$ cat src/sv/ppamt_pkg.sv
`default_nettype none
package ppamt_pkg;
    localparam int TableDepthDefault = 16;
    localparam logic [31:0] AckTimeoutReset = 32'd15000;

    localparam logic [1:0] OP_ADD    = 2'd0;
    localparam logic [1:0] OP_MATCH  = 2'd1;
    localparam logic [1:0] OP_REMOVE = 2'd2;

    localparam logic [2:0] ST_OK           = 3'd0;
    localparam logic [2:0] ST_NO_POST_ID   = 3'd1;
    localparam logic [2:0] ST_PART_NO_SEQ  = 3'd2;
    localparam logic [2:0] ST_FULL         = 3'd3;
    localparam logic [2:0] ST_DUP_COMPLETE = 3'd4;
    localparam logic [2:0] ST_DUP_PART     = 3'd5;
    localparam logic [2:0] ST_NONE         = 3'd6;

    typedef struct packed {
        logic [31:0] stream;
        logic [31:0] post_id;
        logic [31:0] seq;
        logic        complete;
        logic        seq_flag;
        logic [31:0] expiry;
    } entry_t;
endpackage
`default_nettype wire

$ cat src/sv/ppamt_entry_mem.sv
`default_nettype none
module ppamt_entry_mem
    import ppamt_pkg::*;
#(
    parameter int DEPTH = TableDepthDefault,
    localparam int AW = $clog2(DEPTH)
)
(
    input  wire logic          clk,
    input  wire logic          wr_en,
    input  wire logic [AW-1:0] wr_addr,
    input  wire entry_t        wr_data,
    input  wire logic [AW-1:0] rd_addr,
    output entry_t             rd_data
);
    entry_t mem [DEPTH];

    always_ff @(posedge clk)
    begin
        if (wr_en)
        begin
            mem[wr_addr] <= wr_data;
        end
        rd_data <= mem[rd_addr];
    end
endmodule
`default_nettype wire

$ cat src/sv/ppamt_free_fifo.sv
`default_nettype none
module ppamt_free_fifo
    import ppamt_pkg::*;
#(
    parameter int DEPTH = TableDepthDefault,
    localparam int AW = $clog2(DEPTH)
)
(
    input  wire logic          clk,
    input  wire logic          rst_n,
    input  wire logic          pop,
    input  wire logic          push,
    input  wire logic [AW-1:0] push_slot,
    output logic    [AW-1:0]   head_slot,
    output logic    [AW:0]     count
);
    // list is initialized as identity; a written bit marks entries overwritten since reset
    logic [AW-1:0] list [DEPTH];
    logic [DEPTH-1:0] written_reg;
    logic [AW-1:0] head_reg;
    logic [AW:0]   count_reg;
    logic [AW:0]   tail_sum;
    logic [AW-1:0] tail;
    logic [AW-1:0] head_next;

    assign head_slot = written_reg[head_reg] ? list[head_reg] : head_reg;
    assign count = count_reg;
    assign head_next = (head_reg == AW'(DEPTH - 1)) ? '0 : head_reg + 1'b1;
    assign tail_sum = {1'b0, head_next} + count_reg - 1'b1;
    // tail after the pop when both happen (rotate), otherwise after head
    logic [AW:0] base_sum;
    assign base_sum = pop ? tail_sum : ({1'b0, head_reg} + count_reg);
    assign tail = (base_sum >= (AW+1)'(DEPTH)) ? AW'(base_sum - (AW+1)'(DEPTH)) : base_sum[AW-1:0];

    always_ff @(posedge clk)
    begin
        if (push)
        begin
            list[tail] <= push_slot;
        end
    end

    always_ff @(posedge clk or negedge rst_n)
    begin
        if (!rst_n)
        begin
            written_reg <= '0;
            head_reg    <= '0;
            count_reg   <= (AW+1)'(DEPTH);
        end
        else
        begin
            if (push)
            begin
                written_reg[tail] <= 1'b1;
            end
            if (pop)
            begin
                head_reg <= head_next;
            end
            count_reg <= count_reg + (push ? 1'b1 : 1'b0) - (pop ? 1'b1 : 1'b0);
        end
    end

    property p_no_overflow;
        @(posedge clk) disable iff (!rst_n) (push && !pop) |-> (count_reg < (AW+1)'(DEPTH));
    endproperty
    assert property (p_no_overflow) else $error("free list overflow");
    property p_no_underflow;
        @(posedge clk) disable iff (!rst_n) (pop && !push) |-> (count_reg != '0);
    endproperty
    assert property (p_no_underflow) else $error("free list underflow");
    property p_count_range;
        @(posedge clk) disable iff (!rst_n) 1'b1 |-> (count_reg <= (AW+1)'(DEPTH));
    endproperty
    assert property (p_count_range) else $error("free count out of range");
endmodule
`default_nettype wire

$ cat src/sv/pending_post_ack_match_table_unit.sv
// One operation at a time: start is taken when busy is low, and the result
// appears on the result ports for exactly one cycle with done high. Add and
// match scan every entry of the table memory, one read per cycle; remove
// reads only its own slot, and a rejected add or an unused operation code
// goes straight to the result.
// The result cannot be held off and must be captured in its strobe cycle.
// ack_timeout_ms is written through cfg_valid/cfg_ready while idle.
`default_nettype none
module pending_post_ack_match_table_unit
    import ppamt_pkg::*;
#(
    parameter int TABLE_DEPTH = TableDepthDefault,
    localparam int AW = $clog2(TABLE_DEPTH)
)
(
    input  wire logic        clk,
    input  wire logic        rst_n,
    input  wire logic        start,
    output logic             busy,
    input  wire logic [1:0]  operation,
    input  wire logic signed [31:0] stream_id,
    input  wire logic [31:0] msg_id,
    input  wire logic [31:0] seq_num,
    input  wire logic        has_post_id,
    input  wire logic        has_seq,
    input  wire logic        is_complete,
    input  wire logic [3:0]  slot_in,
    input  wire logic [31:0] now_ms,
    input  wire logic        cfg_valid,
    output logic             cfg_ready,
    input  wire logic [31:0] cfg_data,
    output logic             done,
    output logic [2:0]       status,
    output logic [3:0]       slot_out,
    output logic [31:0]      expire_ms,
    output logic             slot_complete,
    output logic             slot_has_seq
);
    localparam logic [2:0] S_IDLE = 3'd0;
    localparam logic [2:0] S_SCAN = 3'd1;
    localparam logic [2:0] S_LAST = 3'd2;
    localparam logic [2:0] S_RDRM = 3'd3;
    localparam logic [2:0] S_DONE = 3'd4;

    logic [2:0]  state_reg;
    logic [31:0] timeout_reg;
    logic [1:0]  op_reg;
    logic [31:0] st_reg, id_reg, seq_reg, now_reg;
    logic        hseq_reg, cmp_reg;
    logic [3:0]  slot_in_reg;
    logic [TABLE_DEPTH-1:0] valid_reg;
    logic [AW:0] rd_cnt_reg;     // address being issued
    logic [AW-1:0] cmp_idx_reg;  // index whose data is on rd_data
    logic        dupc_reg, dupp_reg, fc_reg, fa_reg;
    logic [2:0]  status_reg;
    logic [3:0]  slot_out_reg;
    logic [31:0] exp_reg;
    logic        oc_reg, os_reg, done_reg;

    entry_t      rd_data, wr_data;
    logic        wr_en;
    logic [AW-1:0] wr_addr, rd_addr;
    logic        fl_pop, fl_push;
    logic [AW-1:0] fl_push_slot, fl_head;
    logic [AW:0] fl_count;

    ppamt_entry_mem #(.DEPTH(TABLE_DEPTH)) u_mem (
        .clk(clk), .wr_en(wr_en), .wr_addr(wr_addr), .wr_data(wr_data),
        .rd_addr(rd_addr), .rd_data(rd_data)
    );

    ppamt_free_fifo #(.DEPTH(TABLE_DEPTH)) u_free (
        .clk(clk), .rst_n(rst_n), .pop(fl_pop), .push(fl_push),
        .push_slot(fl_push_slot), .head_slot(fl_head), .count(fl_count)
    );

    logic accept, slot_ok;
    logic key_hit, e_valid;
    assign accept = start && !busy;
    assign busy = (state_reg != S_IDLE);
    assign cfg_ready = (state_reg == S_IDLE) && !start;
    assign slot_ok = ({28'd0, slot_in_reg} < 32'(TABLE_DEPTH));
    assign e_valid = valid_reg[cmp_idx_reg];
    assign key_hit = e_valid && rd_data.stream == st_reg && rd_data.post_id == id_reg;
    // a scan starts at entry 0, a remove reads its own slot
    assign rd_addr = (state_reg == S_IDLE) ?
                     ((operation == OP_REMOVE) ? AW'(slot_in) : '0) :
                     rd_cnt_reg[AW-1:0];

    // add commit in S_LAST, remove in S_RDRM
    logic add_commit, rm_commit, add_dup;
    assign add_dup = dupc_reg || dupp_reg;
    assign add_commit = (state_reg == S_LAST) && (op_reg == OP_ADD) && !add_dup;
    assign rm_commit = (state_reg == S_RDRM) && slot_ok && valid_reg[AW'(slot_in_reg)];
    assign wr_en = add_commit;
    assign wr_addr = fl_head;
    assign wr_data = '{stream: st_reg, post_id: id_reg, seq: seq_reg, complete: cmp_reg,
                       seq_flag: hseq_reg, expiry: now_reg + timeout_reg};
    assign fl_pop = add_commit || ((state_reg == S_LAST) && (op_reg == OP_ADD) && add_dup);
    assign fl_push = ((state_reg == S_LAST) && (op_reg == OP_ADD) && add_dup) || rm_commit;
    assign fl_push_slot = rm_commit ? AW'(slot_in_reg) : fl_head;

    logic [2:0] pre_status;
    always_comb
    begin
        pre_status = ST_OK;
        if (!has_post_id)
        begin
            pre_status = ST_NO_POST_ID;
        end
        else if (!is_complete && !has_seq)
        begin
            pre_status = ST_PART_NO_SEQ;
        end
        else if (fl_count == '0)
        begin
            pre_status = ST_FULL;
        end
    end

    always_ff @(posedge clk or negedge rst_n)
    begin
        if (!rst_n)
        begin
            state_reg   <= S_IDLE;
            timeout_reg <= AckTimeoutReset;
            valid_reg   <= '0;
            done_reg    <= 1'b0;
        end
        else
        begin
            done_reg <= 1'b0;
            if (cfg_valid && cfg_ready)
            begin
                timeout_reg <= cfg_data;
            end
            if (add_commit)
            begin
                valid_reg[fl_head] <= 1'b1;
            end
            if (rm_commit)
            begin
                valid_reg[AW'(slot_in_reg)] <= 1'b0;
            end
            case (state_reg)
                S_IDLE:
                begin
                    if (accept)
                    begin
                        if (operation == OP_REMOVE)
                        begin
                            state_reg <= S_RDRM;
                        end
                        else if ((operation == OP_MATCH) ||
                                 ((operation == OP_ADD) && pre_status == ST_OK))
                        begin
                            state_reg <= S_SCAN;
                        end
                        else
                        begin
                            state_reg <= S_DONE;
                        end
                    end
                end
                S_SCAN:
                begin
                    if (rd_cnt_reg == (AW+1)'(TABLE_DEPTH))
                    begin
                        state_reg <= S_LAST;
                    end
                end
                S_LAST, S_RDRM:
                begin
                    state_reg <= S_DONE;
                end
                S_DONE:
                begin
                    state_reg <= S_IDLE;
                    done_reg  <= 1'b1;
                end
                default:
                begin
                    state_reg <= S_IDLE;
                end
            endcase
        end
    end

    always_ff @(posedge clk)
    begin
        case (state_reg)
            S_IDLE:
            begin
                op_reg <= operation; st_reg <= stream_id; id_reg <= msg_id;
                seq_reg <= seq_num; now_reg <= now_ms; hseq_reg <= has_seq;
                cmp_reg <= is_complete; slot_in_reg <= slot_in;
                rd_cnt_reg <= (AW+1)'(1);
                cmp_idx_reg <= '0;
                dupc_reg <= 1'b0; dupp_reg <= 1'b0; fc_reg <= 1'b0; fa_reg <= 1'b0;
                status_reg <= (operation == OP_ADD) ? pre_status : ST_NONE;
                slot_out_reg <= '0; exp_reg <= '0; oc_reg <= 1'b0; os_reg <= 1'b0;
            end
            S_SCAN:
            begin
                // rd_data holds entry cmp_idx_reg
                rd_cnt_reg <= rd_cnt_reg + 1'b1;
                cmp_idx_reg <= cmp_idx_reg + 1'b1;
                if (op_reg == OP_ADD)
                begin
                    if (key_hit && rd_data.complete)
                    begin
                        dupc_reg <= 1'b1;
                    end
                    if (key_hit && !cmp_reg && rd_data.seq_flag && rd_data.seq == seq_reg)
                    begin
                        dupp_reg <= 1'b1;
                    end
                end
                else if (!hseq_reg)
                begin
                    if (key_hit && !rd_data.seq_flag && !fa_reg)
                    begin
                        fa_reg <= 1'b1;
                        slot_out_reg <= 4'(cmp_idx_reg); exp_reg <= rd_data.expiry;
                        oc_reg <= rd_data.complete; os_reg <= rd_data.seq_flag;
                    end
                end
                else if (key_hit && rd_data.seq_flag && rd_data.seq == seq_reg)
                begin
                    if (rd_data.complete && !fc_reg)
                    begin
                        fc_reg <= 1'b1;
                        slot_out_reg <= 4'(cmp_idx_reg); exp_reg <= rd_data.expiry;
                        oc_reg <= 1'b1; os_reg <= 1'b1;
                    end
                    else if (!fa_reg && !fc_reg)
                    begin
                        fa_reg <= 1'b1;
                        slot_out_reg <= 4'(cmp_idx_reg); exp_reg <= rd_data.expiry;
                        oc_reg <= rd_data.complete; os_reg <= rd_data.seq_flag;
                    end
                end
            end
            S_LAST:
            begin
                if (op_reg == OP_ADD)
                begin
                    if (dupc_reg)
                    begin
                        status_reg <= ST_DUP_COMPLETE;
                    end
                    else if (dupp_reg)
                    begin
                        status_reg <= ST_DUP_PART;
                    end
                    else
                    begin
                        status_reg <= ST_OK;
                        slot_out_reg <= 4'(fl_head); exp_reg <= wr_data.expiry;
                        oc_reg <= cmp_reg; os_reg <= hseq_reg;
                    end
                end
                else
                begin
                    status_reg <= (fa_reg || fc_reg) ? ST_OK : ST_NONE;
                end
            end
            S_RDRM:
            begin
                if (rm_commit)
                begin
                    status_reg <= ST_OK;
                    slot_out_reg <= slot_in_reg; exp_reg <= rd_data.expiry;
                    oc_reg <= rd_data.complete; os_reg <= rd_data.seq_flag;
                end
            end
            default:
            begin
            end
        endcase
    end

    assign done = done_reg;
    assign status = status_reg;
    assign slot_out = slot_out_reg;
    assign expire_ms = exp_reg;
    assign slot_complete = oc_reg;
    assign slot_has_seq = os_reg;

    property p_done_idle;
        @(posedge clk) disable iff (!rst_n) done_reg |-> (state_reg == S_IDLE);
    endproperty
    assert property (p_done_idle) else $error("result strobe outside idle");
    property p_one_commit;
        @(posedge clk) disable iff (!rst_n) !(add_commit && rm_commit);
    endproperty
    assert property (p_one_commit) else $error("add and remove in one cycle");
    property p_ok_fields;
        @(posedge clk) disable iff (!rst_n) (done_reg && status_reg != ST_OK) |->
            (slot_out_reg == '0 && exp_reg == '0);
    endproperty
    assert property (p_ok_fields) else $error("fields set on failed result");
    property p_add_free;
        @(posedge clk) disable iff (!rst_n) add_commit |-> !valid_reg[fl_head];
    endproperty
    assert property (p_add_free) else $error("add into occupied slot");
endmodule
`default_nettype wire
$ cat config.mk
export PLATFORM = sky130hd
export DESIGN_NAME = pending_post_ack_match_table_unit
export DESIGN_NICKNAME = d
export VERILOG_FILES = /design/src/sv/ppamt_pkg.sv /design/src/sv/ppamt_entry_mem.sv /design/src/sv/ppamt_free_fifo.sv /design/src/sv/pending_post_ack_match_table_unit.sv
export SDC_FILE = /design/constraint.sdc
export NUM_CORES = 2
export LEC_CHECK = 0
export ABC_CLOCK_PERIOD_IN_PS = 25400
export BUFFER_PORTS_ARGS = -buffer_cell sky130_fd_sc_hd__buf_2
export CAP_MARGIN = 15
export CORE_MARGIN = 2
export CORE_UTILIZATION = 30
export CTS_CLUSTER_SIZE = 10
export DETAILED_ROUTE_END_ITERATION = 10
export GPL_TIMING_DRIVEN = 0
export HOLD_SLACK_MARGIN = 0.03
export SKIP_CTS_REPAIR_TIMING = 1
export SYNTH_ARGS = -nofsm -noshare
export SYNTH_HDL_FRONTEND = slang
export SYNTH_SLANG_ARGS = --single-unit
$ cat constraint.sdc
create_clock -name clk -period 25.4 [get_ports clk]
set_clock_uncertainty 0.2 [all_clocks]
set_input_delay 2.54 -clock clk [delete_from_list [all_inputs] [get_ports clk]]
set_output_delay 2.54 -clock clk [all_outputs]
set_load 0.01 [all_outputs]
---- Word-level counts from Yosys, hierarchy flattened ----
Memories as Yosys holds them, arrays and structs flattened. A register that Yosys moved wholly into a read port is not among the register bits.
Cells that the tools add are included.
storage, ports and cells
  flip-flop bits (word level) ............. 267
  memory bits (writable) .................. 2,144
  bits of input ports ..................... 173
  output and inout bits ................... 44
  logic and storage cells ................. 242
  memories ................................ 2
cells by class
  add/sub/neg operators ................... 10
  $lt $le $gt $ge ......................... 9
  equality and inequality tests ........... 29
  muxes and demuxes ....................... 107
  bitwise gates (word level) .............. 4
  reduce and logical (&&, ||, !) cells .... 55
memories
  memory       depth  width  read ports  clocked after Yosys merged registers in  write ports  line                   RTL
  u_mem.mem    16     130    1           1                                        1            ppamt_entry_mem.sv:16  entry_t mem [DEPTH];
  u_free.list  16     4      1           0                                        1            ppamt_free_fifo.sv:18  logic [AW-1:0] list [DEPTH];
operator list
  operator                                                                number
  32-bit two-way mux                                                      10
  32-bit one-hot mux with 4 select lines                                  1
  32-bit equality test                                                    3
  4-bit two-way mux                                                       16
  1-bit two-way mux                                                       47
  3-bit two-way mux                                                       11
  32-bit adder                                                            1
  16-bit two-way mux                                                      2
  16-bit OR                                                               2
  4-bit by 5-bit < comparator with 1-bit output (second input constant)   5
  1-bit logical AND                                                       24
  2-bit inequality test (second input constant)                           12
  3-bit one-hot mux with 3 select lines                                   2
  16-bit AND                                                              1
  16-bit NOT                                                              1
  4-bit one-hot mux with 4 select lines                                   1
  1-bit binary-select mux with 4-bit select                               3
  1-bit demux with 4-bit select                                           3
  4-bit by 1-bit >= comparator with 1-bit output (second input constant)  3
  3-bit inequality test (second input constant)                           4
  4-bit by 5-bit adder with 5-bit output                                  2
  5-bit one-hot mux with 2 select lines                                   1
  1-bit zero test                                                         9
  9-bit AND reduction                                                     1
  33 further kinds                                                        49

---- Longest topological paths before layout ----
  depth after elaboration ................. 12
  mapped depth ............................ 16
  depth with buffers taken out ............ 14

---- Modules after synthesis ----
Synthesis repeated with hierarchy kept, for this count alone.
unflattened totals
  cell total of the unflattened synthesis .. 4,594
  area, all modules ....................... 96,761.6 µm²
by module, submodules not included
  module                             times used  cells an instance  area an instance (µm²)  sequential area each (µm²)
  ppamt_entry_mem                    1           3,411              80,724.9                65,062.4
  pending_post_ack_match_table_unit  1           897                11,825.1                7,015.5
  ppamt_free_fifo                    1           286                4,211.5                 2,548.7

---- Least setup slack after synthesis ----
Ideal clock, no wire load.
  path kind ............................... reg2reg
  start point ............................. reg u_free.head_reg[0]
  end point ............................... reg valid_reg[0]
  setup time .............................. 98 ps
  data arrival time ....................... 12,040 ps
  required time ........................... 25,102 ps
  path slack .............................. 13,062 ps
  stages on the path, launching flop included .. 11
  buffers on the path ..................... 3
  period minus slack after synthesis ...... 12,338 ps
  cells stage by stage .................... dfrtp_1 -> buf_6 -> buf_6 -> buf_2 -> mux4_2 -> nand2_1 -> nand2_1 -> o31a_1 -> a221o_1 -> nor3_1 -> o32a_1
between the ends
  word-level cells in the longest chain between the ends .. 11
  elaborated cells on any way between the ends .. 13
  classes of those cells .................. order compare: 2; mux: 7; bitwise: 2; reduce/logical: 1; memory: 1
ends and longest elaborated chain
  item                                                                                                                                          line                                      RTL
  start, declared                                                                                                                               ppamt_free_fifo.sv:20                     logic [AW-1:0] head_reg;
  start signal, assigned                                                                                                                        ppamt_free_fifo.sv:59                     head_reg <= head_next;
  1-bit binary-select mux with 4-bit select                                                                                                     ppamt_free_fifo.sv:26                     assign head_slot = written_reg[head_reg] ? list[head_reg] : head_reg;
  1-bit two-way mux (not written as such)                                                                                                       ppamt_free_fifo.sv:26
  4-bit two-way mux (*)                                                                                                                         ppamt_free_fifo.sv:26
  4-bit by 5-bit < comparator with 1-bit output (not written as such) / 4-bit by 1-bit >= comparator with 1-bit output (equally long branches)  pending_post_ack_match_table_unit.sv:139  valid_reg[fl_head] <= 1'b1;
  1-bit logical AND (not written as such)                                                                                                       pending_post_ack_match_table_unit.sv:139
  1-bit two-way mux (not written as such)                                                                                                       pending_post_ack_match_table_unit.sv:139
  1-bit demux with 4-bit select (*)                                                                                                             pending_post_ack_match_table_unit.sv:139
  16-bit OR (no source line) (*)                                                                                                                n/a
  16-bit two-way mux (*)                                                                                                                        pending_post_ack_match_table_unit.sv:137  if (add_commit)
  16-bit AND (no source line)                                                                                                                   n/a
  16-bit two-way mux (*)                                                                                                                        pending_post_ack_match_table_unit.sv:141  if (rm_commit)
  end signal, assigned                                                                                                                          pending_post_ack_match_table_unit.sv:127  valid_reg <= '0;
  end signal, assigned by index                                                                                                                 pending_post_ack_match_table_unit.sv:139
  end signal, assigned by index                                                                                                                 pending_post_ack_match_table_unit.sv:143  valid_reg[AW'(slot_in_reg)] <= 1'b0;
  end, declared                                                                                                                                 pending_post_ack_match_table_unit.sv:51   logic [TABLE_DEPTH-1:0] valid_reg;
Mark *: on every way between the ends. The rest lies on a longest branch, timed or not. The select of a mux whose other input is x is not followed.
A chain may end at the register's enable or synchronous reset.

---- Worst setup path after layout ----
  start point ............................. in operation[1]
  end point ............................... reg u_mem.rd_data[31] (netlist name)
between the ends
  word-level cells in the longest chain between the ends .. 3
ends and longest elaborated chain
  item                 line                                     RTL
  start, declared      pending_post_ack_match_table_unit.sv:20  input wire logic [1:0] operation,
  2-bit equality test  pending_post_ack_match_table_unit.sv:87  ((operation == OP_REMOVE) ? AW'(slot_in) : '0) :
  4-bit two-way mux    pending_post_ack_match_table_unit.sv:87
  4-bit two-way mux    pending_post_ack_match_table_unit.sv:86  assign rd_addr = (state_reg == S_IDLE) ?
Every way passes these cells.

==> flow_metrics.env <==
export IMPL_status="complete, no violations"
export IMPL_vdd_drop_max_mv=0.0947
export IMPL_p_leak_nw=40.4
export IMPL_hold_viol_final=0
export IMPL_antenna_found_initial=48
export IMPL_clkSinkCount=2541
export IMPL_fmax_ghz=0.156
export IMPL_worstMarginPinSlew_ns=1.31
export IMPL_clkLatencyLatePin_ns=0.89
export IMPL_reg_top3="u_mem.mem: 2080 flops, u_mem.rd_data: 130 flops, u_free.list: 64 flops"
export IMPL_holdWs_ns=0.259
export IMPL_cts_root_buffer="clkbuf_16"
export IMPL_holdCritStartpoint="u_free.written_reg[0]$_DFFE_PN0P_"
export IMPL_start_util=0.301
export IMPL_largest_reg_flops=2080
export IMPL_synth_area_per_cell_sq_um=13.5
export IMPL_seqCellArea_sq_um=74600
export IMPL_r2r_end="u_mem.rd_data[123]$_DFF_P_"
export IMPL_path_max_fanout=11
export IMPL_die_area_sq_um=336000
export IMPL_core_area_sq_um=330000
export IMPL_synth_ff_type="edfxtp_1"
export IMPL_num_io_pins=217
export IMPL_drive_gt1_frac=0.112
export IMPL_hold_path_end="u_free.written_reg[0]$_DFFE_PN0P_"
export IMPL_slew_violations=0
export IMPL_fin_ws_ns=19.01
export IMPL_grt_pass1_vias=63252
export IMPL_r2r_slack_ns=20.19
export IMPL_fin_crit_sh=0.252
export IMPL_comb_power_share=0.376
export IMPL_synth_seq_cells=2541
export IMPL_syn2layout_area_growth_pct=18.2
export IMPL_slew_headroom=0.129
export IMPL_reg2reg_from="state_reg[1]$_DFFE_PN0P_"
export IMPL_dp_hpwl_mm=203
export IMPL_setup_viol=0
export IMPL_clkPwrFrac=0.244
export IMPL_swShare=0.403
export IMPL_critPathRequiredTime_ns=25.82
export IMPL_multi_input_area_sq_um=23100
export IMPL_dieHeight_microns=580
export IMPL_globalplace_congestion=0.828
export IMPL_cp_arrival_ns=6.81
export IMPL_clk_pin_slew_ns=0.05
export IMPL_dp_slack_ns=18.18
export IMPL_p_int_mw=9.68
export IMPL_period_needed_ns=6.39
export IMPL_rsz0062_at_grt="no"
export IMPL_powerDensity_nw_per_um2=138
export IMPL_die_w_microns=580
export IMPL_grt_pass1_wl_mm=427
export IMPL_clockBufferDepth=4
export IMPL_syn_num_nets=7593
export IMPL_crit_type="in2reg"
export IMPL_netlist_area_sq_um=99500
export IMPL_async_flop_share=0.0303
export IMPL_power_frac_seq=0.380
export IMPL_cts_tree="built"
export IMPL_totalWireLength_mm=295
export IMPL_switchingPower_mw=6.52
export IMPL_top_register="u_mem.mem"
export IMPL_maxCapViolCount=0
export IMPL_vias_per_cell=5.07
export IMPL_grt_max_degree=83
export IMPL_netlist_instances=7368
export IMPL_ant_nets=0
export IMPL_drtPass1Iterations=8
export IMPL_layout_nets=8273
export IMPL_cts_buffers=303
export IMPL_seq_area_frac_synth=0.750
export IMPL_overflow=0
export IMPL_rr_worst_depth=12
export IMPL_ys_warn_count=0
export IMPL_synth_edf_count=2334
export IMPL_fin_tns_setup_ns=0
export IMPL_cts_max_level=5
export IMPL_synth_cell_types=76
export IMPL_num_rows=211
export IMPL_drt_drc_violations_left=0
export IMPL_wire_per_inst_microns=23.3
export IMPL_drt_iter0_markers=7391
export IMPL_start_kind="primary input"
export IMPL_cp_end_kind="register"
export IMPL_grt_usage=0.170
export IMPL_hp_class="reg2reg"
export IMPL_n_fill_cell=31264
export IMPL_numPortBuffers=216
export IMPL_hold_depth=1
export IMPL_vias=64161
==> worst max-delay path, stage by stage <==
cell and delay, ns:
buf_2 0.12, nor2b_1 0.14, clkbuf_1 0.50, a31o_1 0.22
buf_2 0.41, buf_2 0.47, buf_2 0.41, buf_2 0.88
clkbuf_1 0.58, nand3_1 0.20, nand3_1 0.15, a31oi_1 0.12
==> layout make-up <==
type | instances | area share
antenna | 16 | 0.000341
clock inverter | 26 | 0.00283
timing repair buffer | 375 | 0.0296
multi-input combinational | 4331 | 0.196
tap | 4366 | 0.0465
sequential | 2541 | 0.635
clock buffer | 505 | 0.0729
buffer | 460 | 0.0158
inverter | 36 | 0.00115
==> cells by family (layout without fill, tap and decap cells) <==
kind of cell	Yosys count	after routing	share of synthesized area
other cells	0	16	0
flops	2541	2541	0.750
xor+xnor	142	142	0.0125
fa+ha+maj	52	52	0.00684
mux	83	83	0.0138
compound gates	639	639	0.0486
simple gates	3415	3415	0.148
buf+inv	496	1402	0.0199
==> power groups by stage <==
stage,registers [mW],logic [mW],clock network (mW)
after CTS,6.16,6.04,4.02
after floorplan,6.06,3.41,0
after global placement,6.26,5.72,0
after global routing,6.20,6.57,4.20
final,6.15,6.09,3.96
after detailed placement,6.24,6.01,0
==> synthesized netlist by cell type, types with 4 or more instances <==
cell type | number | area (sq um)
nor2b_1 | 7 | 43.8
a22o_1 | 32 | 280
o22a_1 | 12 | 105
and3_1 | 129 | 807
a31oi_1 | 145 | 907
dfstp_2 | 8 | 210
a21o_1 | 15 | 113
a31o_2 | 5 | 43.8
o22ai_1 | 10 | 62.6
nand4_1 | 7 | 43.8
o221ai_1 | 9 | 78.8
nor4_1 | 27 | 169
nand2_1 | 2048 | 7690
nand3_1 | 1038 | 5190
dfxtp_1 | 130 | 2600
nor3_1 | 16 | 80.1
xnor2_1 | 36 | 315
a311oi_1 | 246 | 2150
fa_1 | 4 | 80.1
mux2_2 | 36 | 405
inv_1 | 31 | 116
dfrtp_1 | 69 | 1730
ha_1 | 48 | 601
nor2_1 | 79 | 297
a21oi_1 | 50 | 250
mux2i_1 | 7 | 70.1
buf_2 | 70 | 350
or3_1 | 4 | 25.0
o211ai_1 | 33 | 248
o21bai_1 | 6 | 45.0
o32a_1 | 4 | 40.0
clkbuf_1 | 334 | 1250
nor2_2 | 4 | 25.0
and2_1 | 11 | 68.8
o21ai_0 | 34 | 170
nand2b_1 | 12 | 75.1
xor2_1 | 106 | 928
or2_1 | 18 | 113
edfxtp_1 | 2334 | 70100
nor3b_1 | 5 | 37.5
buf_4 | 4 | 30.0
mux4_2 | 38 | 856
buf_1 | 50 | 188
a211oi_1 | 4 | 30.0
==> through the flow <==
step                      std cells  total power [mW]   util  cell area [sq um]
after floorplan                7368              9.47      -              99500
after global placement        11950              12.0  0.321             106000
after detailed placement      12105              12.2  0.329             109000
after CTS                     12636              16.2  0.356             117000
after global routing          12642              17.0  0.356             118000
final                         12656              16.2  0.356             118000
==> worst max path at each step <==
stage,startpoint,end,slack [ns],depth (start not counted)
after floorplan,u_free.head_reg[0]$_DFFE_PN0N_,valid_reg[0]$_DFF_PN0_,13.06,10
after global placement,u_free.head_reg[2]$_DFFE_PN0N_,valid_reg[12]$_DFF_PN0_,3.51,10
after detailed placement,operation[1],u_mem.rd_data[123]$_DFF_P_,18.18,11
after CTS,operation[1],u_mem.rd_data[123]$_DFF_P_,19.09,11
after global routing,operation[1],u_mem.rd_data[31]$_DFF_P_,18.97,12
final,operation[1],u_mem.rd_data[31]$_DFF_P_,19.01,12
==> layout by cell type, fill, tap and decap left out, drive strengths merged, types with 83 or more instances in the layout <==
| master | n |
|---|---|
| nand2 | 2048 |
| nor2 | 83 |
| nand3 | 1038 |
| a311oi | 246 |
| dfxtp | 130 |
| a31oi | 147 |
| clkbuf | 839 |
| buf | 501 |
| xor2 | 106 |
| and3 | 129 |
| edfxtp | 2334 |
==> layer usage <==
metal / vias to the layer above / wire length [microns] / part of all wire / GRT usage
met5: - / 299 / 0.0010 / 0
met4: 44 / 11500 / 0.039 / 0.0657
met3: 591 / 24900 / 0.084 / 0.0321
met2: 2838 / 138000 / 0.47 / 0.277
met1: 32040 / 120000 / 0.41 / 0.223
li1: 28648 / - / - / -
No activity file was read; power rests on OpenSTA's default activity.
